$ cat src/rtl/psu_pkg.sv
// shared types, codes and helper functions for the png scanline unfilter core
package psu_pkg;

    localparam int MaxRowBytesDef    = 4096;
    localparam int PaletteEntriesDef = 256;
    localparam int QueueDepthDef     = 4;

    // configuration register indexes
    localparam logic [2:0] REG_WIDTH     = 3'd0;
    localparam logic [2:0] REG_HEIGHT    = 3'd1;
    localparam logic [2:0] REG_BPP       = 3'd2;
    localparam logic [2:0] REG_ROW_BYTES = 3'd3;
    localparam logic [2:0] REG_COLOR     = 3'd4;
    localparam logic [2:0] REG_DEPTH     = 3'd5;
    localparam logic [2:0] REG_KEY       = 3'd6;

    // error codes
    localparam logic [1:0] ERR_NONE   = 2'd0;
    localparam logic [1:0] ERR_FILTER = 2'd1;
    localparam logic [1:0] ERR_COLOR  = 2'd2;

    // filter types
    localparam logic [2:0] FLT_NONE  = 3'd0;
    localparam logic [2:0] FLT_SUB   = 3'd1;
    localparam logic [2:0] FLT_UP    = 3'd2;
    localparam logic [2:0] FLT_AVG   = 3'd3;
    localparam logic [2:0] FLT_PAETH = 3'd4;

    // colour types
    localparam logic [2:0] CT_GREY    = 3'd0;
    localparam logic [2:0] CT_RGB     = 3'd2;
    localparam logic [2:0] CT_INDEXED = 3'd3;
    localparam logic [2:0] CT_RGBA    = 3'd6;

    typedef struct packed {
        logic [12:0] width;
        logic [15:0] height;
        logic [2:0]  bpp;
        logic [12:0] row_bytes;
        logic [2:0]  color;
        logic [3:0]  depth;
        logic [15:0] key;
    } t_cfg;

    typedef enum logic [1:0] {
        JOB_ROW,
        JOB_DATA,
        JOB_PAL
    } t_job_kind;

    typedef struct packed {
        t_job_kind   kind;
        logic [1:0]  err;
        logic [7:0]  value;
        logic [1:0]  mod3;
        logic [1:0]  mod4;
        logic        last_row;
        logic [7:0]  pal_idx;
        logic [15:0] pal_color;
    } t_job;

    typedef enum logic [1:0] {
        PIX_PACKED,
        PIX_RAW,
        PIX_PALETTE,
        PIX_ERROR
    } t_pix_kind;

    function automatic logic depth_ok(input logic [3:0] depth);
        return (depth == 4'd1) || (depth == 4'd2) || (depth == 4'd4) || (depth == 4'd8);
    endfunction

    function automatic logic colour_ok(input logic [2:0] color, input logic [3:0] depth);
        logic ok;
        ok = 1'b0;
        if (color == CT_RGB || color == CT_RGBA) begin
            ok = 1'b1;
        end else if (color == CT_GREY || color == CT_INDEXED) begin
            ok = depth_ok(depth);
        end
        return ok;
    endfunction

    // samples held in one byte, zero where the depth leaves none
    function automatic logic [3:0] samples_per_byte(input logic [3:0] depth);
        logic [3:0] n;
        unique case (depth)
            4'd1:                n = 4'd8;
            4'd2:                n = 4'd4;
            4'd3, 4'd4:          n = 4'd2;
            4'd5, 4'd6, 4'd7, 4'd8: n = 4'd1;
            default:             n = 4'd0;
        endcase
        return n;
    endfunction

    // 255 / (2^depth - 1)
    function automatic logic [7:0] grey_scale(input logic [3:0] depth);
        logic [7:0] f;
        unique case (depth)
            4'd1:    f = 8'd255;
            4'd2:    f = 8'd85;
            4'd3:    f = 8'd36;
            4'd4:    f = 8'd17;
            4'd5:    f = 8'd8;
            4'd6:    f = 8'd4;
            4'd7:    f = 8'd2;
            default: f = 8'd1;
        endcase
        return f;
    endfunction

    function automatic logic [15:0] pack565(input logic [7:0] r, input logic [7:0] g,
                                            input logic [7:0] b);
        return {r[7:3], g[7:2], b[7:3]};
    endfunction

endpackage

$ cat src/rtl/psu_queue.sv
// small job queue between front end and pixel back end
module psu_queue #(
    parameter int DEPTH = psu_pkg::QueueDepthDef
) (
    input  logic          i_clk,
    input  logic          i_rst_n,
    input  logic          i_push,
    input  psu_pkg::t_job i_job,
    output logic          o_ready,
    output logic          o_valid,
    output psu_pkg::t_job o_job,
    input  logic          i_pop
);
    import psu_pkg::*;

    localparam int PtrW = (DEPTH > 1) ? $clog2(DEPTH) : 1;
    localparam int CntW = $clog2(DEPTH + 1);
    localparam logic [PtrW-1:0] LastPtr = PtrW'(DEPTH - 1);
    localparam logic [CntW-1:0] Full    = CntW'(DEPTH);

    t_job            r_mem [DEPTH];
    logic [PtrW-1:0] r_wr, r_rd;
    logic [CntW-1:0] r_count;
    logic            do_push, do_pop;

    assign o_ready = r_count != Full;
    assign o_valid = r_count != '0;
    assign o_job   = r_mem[r_rd];
    assign do_push = i_push && o_ready;
    assign do_pop  = i_pop && o_valid;

    always_ff @(posedge i_clk) begin
        if (!i_rst_n) begin
            r_wr    <= '0;
            r_rd    <= '0;
            r_count <= '0;
        end else begin
            if (do_push) begin
                r_wr <= (r_wr == LastPtr) ? '0 : r_wr + 1'b1;
            end
            if (do_pop) begin
                r_rd <= (r_rd == LastPtr) ? '0 : r_rd + 1'b1;
            end
            if (do_push && !do_pop) begin
                r_count <= r_count + 1'b1;
            end else if (do_pop && !do_push) begin
                r_count <= r_count - 1'b1;
            end
        end
    end

    always_ff @(posedge i_clk) begin
        if (do_push) begin
            r_mem[r_wr] <= i_job;
        end
    end

endmodule

$ cat config.mk
export PLATFORM = sky130hd
export DESIGN_NAME = psu_queue
export DESIGN_NICKNAME = d
export VERILOG_FILES = /design/src/rtl/psu_pkg.sv /design/src/rtl/psu_queue.sv
export SDC_FILE = /design/constraint.sdc
export NUM_CORES = 1
export LEC_CHECK = 0
export BUFFER_PORTS_ARGS = -buffer_cell sky130_fd_sc_hd__buf_2
export CORE_UTILIZATION = 24
export CTS_CLUSTER_DIAMETER = 100
export DETAILED_ROUTE_END_ITERATION = 12
export GPL_TIMING_DRIVEN = 1
export PLACE_DENSITY_LB_ADDON = 0.12
export SYNTH_ARGS = -nofsm -noshare
export SYNTH_HDL_FRONTEND = slang
export SYNTH_SLANG_ARGS = --single-unit
export TNS_END_PERCENT = 10
$ cat constraint.sdc
create_clock -name i_clk -period 6.6 [get_ports i_clk]
set_input_delay 0.66 -clock i_clk [delete_from_list [all_inputs] [get_ports i_clk]]
set_output_delay 0.66 -clock i_clk [all_outputs]
set_load 0.05 [all_outputs]
Word-level counts from Yosys, hierarchy flattened
Memory sizes are Yosys's and may differ from the RTL's. A register that Yosys moved wholly into a read port is not among the register bits.
Cells that the tools add are included.

word-level totals
  flip-flop bits (word level) = 7
  bits in writable memories = 164
  output and inout port bits = 43
  logic and storage cells = 27
  memories = 1

memories
  memory  words  width  rd ports  clocked after Yosys merged registers in  write ports  RTL line         RTL
  r_mem   4      41     1         1                                        1            psu_queue.sv:21  t_job r_mem [DEPTH];

cells by class
  add/subtract/negate cells = 4
  eq/ne operators = 3
  mux-type cells = 8
  reductions and logical operators = 8

operators by type and width
  cell                   count
  $mux W2                4
  $mux W3                2
  $add A2 B1 Y2 const B  2
  $eq A2 B2 Y1 const B   2
  $logic_and A1 B1 Y1    4
  $add A3 B1 Y3 const B  1
  $ne A3 B3 Y1 const B   1
  $reduce_bool A3 Y1     1
  $sub A3 B1 Y3 const B  1
  $logic_not A1 Y1       2
  $mux W1                2
  $reduce_bool A2 Y1     1

Longest topological paths before layout
  word-level depth = 6
  gate-level depth with buffers = 9
  depth with buffers taken out = 8

Least setup slack after synthesis
Ideal clock, no wire load.

  kind = reg2reg
  from = register r_count[0]
  to = register r_count[2]
  library setup time = 0.076 ns
  data arrival time = 2.155 ns
  slack = 4.369 ns
  cell stages (with the launch flop) = 10
  path through = dfxtp_1 > or3b_1 > buf_6 > and2_4 > ha_1 > inv_1 > fa_1 > xor2_1 > or3_2 > a21boi_0

between the ends
  longest elaborated chain between the ends = 5
  elaborated cells between the ends (all ways) = 13

RTL lines
  what                                 RTL line         RTL
  start: declaration                   psu_queue.sv:23  logic [CntW-1:0] r_count;
  start signal: assignment             psu_queue.sv:45  r_count <= r_count + 1'b1;
  start signal: assignment             psu_queue.sv:47  r_count <= r_count - 1'b1;
  $ne A3 B3 Y1 (*)                     psu_queue.sv:26  assign o_ready = r_count != Full;
  named net o_ready                    psu_queue.sv:9   output logic o_ready,
  $logic_and A1 B1 Y1 (*)              psu_queue.sv:29  assign do_push = i_push && o_ready;
  named net do_push                    psu_queue.sv:24  logic do_push, do_pop;
  $logic_not A1 Y1                     psu_queue.sv:46  end else if (do_pop && !do_push) begin
  $logic_and A1 B1 Y1                  psu_queue.sv:46
  $reduce_bool A2 Y1 (no source line)  n/a

The timed path passes the listed nets; every way through them passes the cells marked *. The select of a mux whose other input is x is not followed.
A chain may end at the register's enable or synchronous reset.

==> results by group <==
Global route
  • Congestion Overflow GR: 0
  • Number of global-route vias before repair: around 3200
  • Largest net degree at the start of global routing: 42
  • Initial antenna violation count: 1
  • GRT Resource Usage Total: 10.3%
  • First-pass GRT wire length: 19700 um

Synthesis
  • Mapped Nets: 318
  • Library cells used by synthesis: 27
  • Main flop type after synthesis: edfxtp_1
  • Most frequent cell after synthesis: edfxtp_1
  • Share of the yosys chip area belonging to registers: between 70% and 80%
  • Synth warnings: 0
  • Synthesis-stage register bit count: 173
  • Leading area contributor after synthesis: edfxtp_1
  • Post-synthesis cell area: 6390 um^2
  • Cells after synthesis: 266
  • Top cells by count, synth: 164 x edfxtp_1, 41 x mux4_2, 9 x dfxtp_1, 6 x ha_1
  • Async set or reset register ratio after synthesis: 0%
  • Post-synth EDFFs: approximately 160
  • Top-area cell type share of the netlist area: 77.0%
  • Top cells by area, synth: edfxtp_1 77%, mux4_2 14%, dfxtp_1 2.8%
  • Syn_area_per_cell: 24.0 um^2

Placement
  • Placement Setup Slack: around 4 ns
  • DPL Wire Length: about 7600 um
  • Port bufs: 87
  • Placed Cells: 681
  • Final Wtd Congestion: 0.639

Job
  • Total of max-cap violations: 0

STA
  • Slew @ Worst Pin: between 0.9 and 1 ns
  • Worst Clk Skew: approximately 0.011 ns
  • Setup_tns: 0 ns
  • Hold WS: 0.457 ns
  • Final max-slew violation count: 0
  • Relative slew slack: 38.0%
  • Final worst setup slack: approximately 3.7 ns
  • Tmin final: 2.94 ns
  • Crit share post-route: 44.6%
  • Setup violators final: 0
  • Final hold viol count: 0
  • Unrepaired setup endpoints after global routing: no
  • Max Clock Freq: 340 MHz

Pwr
  • Power density over the cells: 434 nW/um^2
  • Flop pwr share: roughly two fifths
  • Leak: 2.61 nW
  • Sw Share: 33.6%
  • Clock power frac: around 31%
  • Net Switching: 1.15 mW
  • Combinational cell fraction of total power: between 20 and 30%
  • Cell Int Power: about 2.3 mW
  • Peak supply drop: 0.139 mV
  • Final Power: 3.41 mW

Hold path
  • Hold Path Class: primary input to flop
  • Hold_sp: i_job[29]
  • Worst hold path cell count: 1
  • Hold EP: r_mem[2][29]

Route
  • DR vias: 2919
  • DR iter-0 viols: 118
  • Drc violations: 0
  • Final wirelength: between 10000 and 15000 um
  • Antenna-violating nets left: 0
  • Vias per std cell: 4.10
  • WL/cell: 18.3 um
  • Pre-Repair DR Iteration Count: 4

Layout
  • Area of the multi-input gates: 1210 um^2
  • Synthesis-to-finish area growth: 22.8%
  • Final #Nets: 417
  • Layout cells sized above 1: around 46%
  • Post-Layout Cell Count: 712
  • N_diodes: 0
  • Filler cell count: about 2600
  • FF+latch area: 5110 um^2

Setup path
  • Worst Path Arrival: 2.28 ns
  • Worst r2r src: r_count[0]
  • Max FO, Critical Path: 41
  • CP required: 5.94 ns
  • R2R depth: 7
  • R2R Path End: r_count[2]
  • Worst setup EP type: primary output
  • Crit Path Category: flop to primary output
  • Reg2reg setup slack: approximately 4.2 ns
  • CP Launch Type: flop

Floorplanning
  • Die H: 165 um
  • Placeable Area: between 20000 and 30000 um^2
  • Row count: between 50 and 60
  • Total die area: approximately 27000 um^2
  • Top Ports: ~90
  • Starting Density: 24.5%
  • Die W: roughly 170 um

Run status
  • Status: finished, final reports clean

Clock tree
  • Clk pin slew, worst setup/hold paths: 0.07 ns
  • Worst-skew pair later-pin latency: between 0.4 and 0.5 ns
  • Post-CTS sizing: 0
  • Num CTS Buffers: 17
  • Sink Count: ~170
  • Post-CTS Setup Bufs: 0
  • H-Tree Depth: 4
  • Post-CTS Hold Fix Bufs: 0
  • Clk buf depth: 2
  • Root buffer cell: clkbuf_16
  • CTS tree: built
==> layout by cell type, fill, tap and decap left out, drive strengths merged, types with 2 or more instances in the layout <==
cell type  netlist  routed
and2             2       2
and3             4       4
buf             10      92
bufinv           0       4
clkbuf           2      17
clkinv           0       2
clkinvlp         0       2
dfxtp            9       9
edfxtp         164     164
ha               6       6
inv              3       9
mux2i            2       2
mux4            41      41
nand2            5       5
nand3            2       2
nor2             2       2
o21ai            4       4
or3              2       2
==> per-layer routing <==
layer	GRT usage, %	routed length, um	up-vias
li1	-	-	1309
met3	3.82	705	10
met1	12.6	5740	1536
met5	0	8	-
met2	16.6	6450	62
met4	3.25	117	2
==> power by group through the flow <==
stage          clock (mW)  sequential [mW]  combinational [mW]
2_1_floorplan           0             1.38               0.778
3_3_place_gp            0             1.46               0.939
3_5_place_dp            0             1.46               0.942
4_1_cts              1.10             1.43               0.945
5_1_grt              1.14             1.45               0.979
6_report             1.07             1.42               0.921
==> cells by family after synthesis <==
| group | after synthesis | synth area share, % |
|---|---|---|
| adders and majority gates | 7 | 1.49 |
| muxes | 43 | 14.8 |
| buffers and inverters | 15 | 1.23 |
| and+or+nand+nor | 20 | 1.84 |
| DFF | 173 | 79.9 |
| AOI/OAI and AO/OA | 6 | 0.548 |
| xor gates and xnor gates | 2 | 0.274 |
==> flip-flops by register name, summed over array words and instances, names as in the netlist, named ones only <==
name	flops
r_count	3
r_wr	2
r_rd	2
r_mem	164
==> layout make-up <==
| class | instances | share of cell area, % |
|---|---|---|
| Clock buffer | 17 | 5.42 |
| Inverter | 3 | 0.143 |
| Clock inverter | 14 | 2.61 |
| Timing Repair Buffer | 92 | 6.02 |
| Tap cell | 335 | 5.34 |
| Multi-Input combinational cell | 78 | 15.4 |
| Sequential cell | 173 | 65.1 |
==> worst max path at each step <==
stage / to / slack [ns] / depth (start not counted)
after detailed placement: o_job[34] / 3.99 / 2
after CTS: o_job[14] / 3.53 / 2
after global routing: o_job[34] / 3.46 / 2
after global placement: o_job[34] / 3.98 / 2
after floorplan: r_count[2] / 4.37 / 9
final: o_job[34] / 3.66 / 2
==> through the flow <==
stage               util [%]  area [um^2]
floorplan                  -         6390
global placement        27.7         7220
detailed placement      27.7         7220
CTS                     30.1         7850
global route            30.1         7850
finish                  30.1         7850
==> critical path, cell delays in order, from the launching register on <==
cell	delay [ns]
dfxtp_4	0.97
mux4_2	0.65
buf_2	0.24
(Power assumes the default switching activity.)
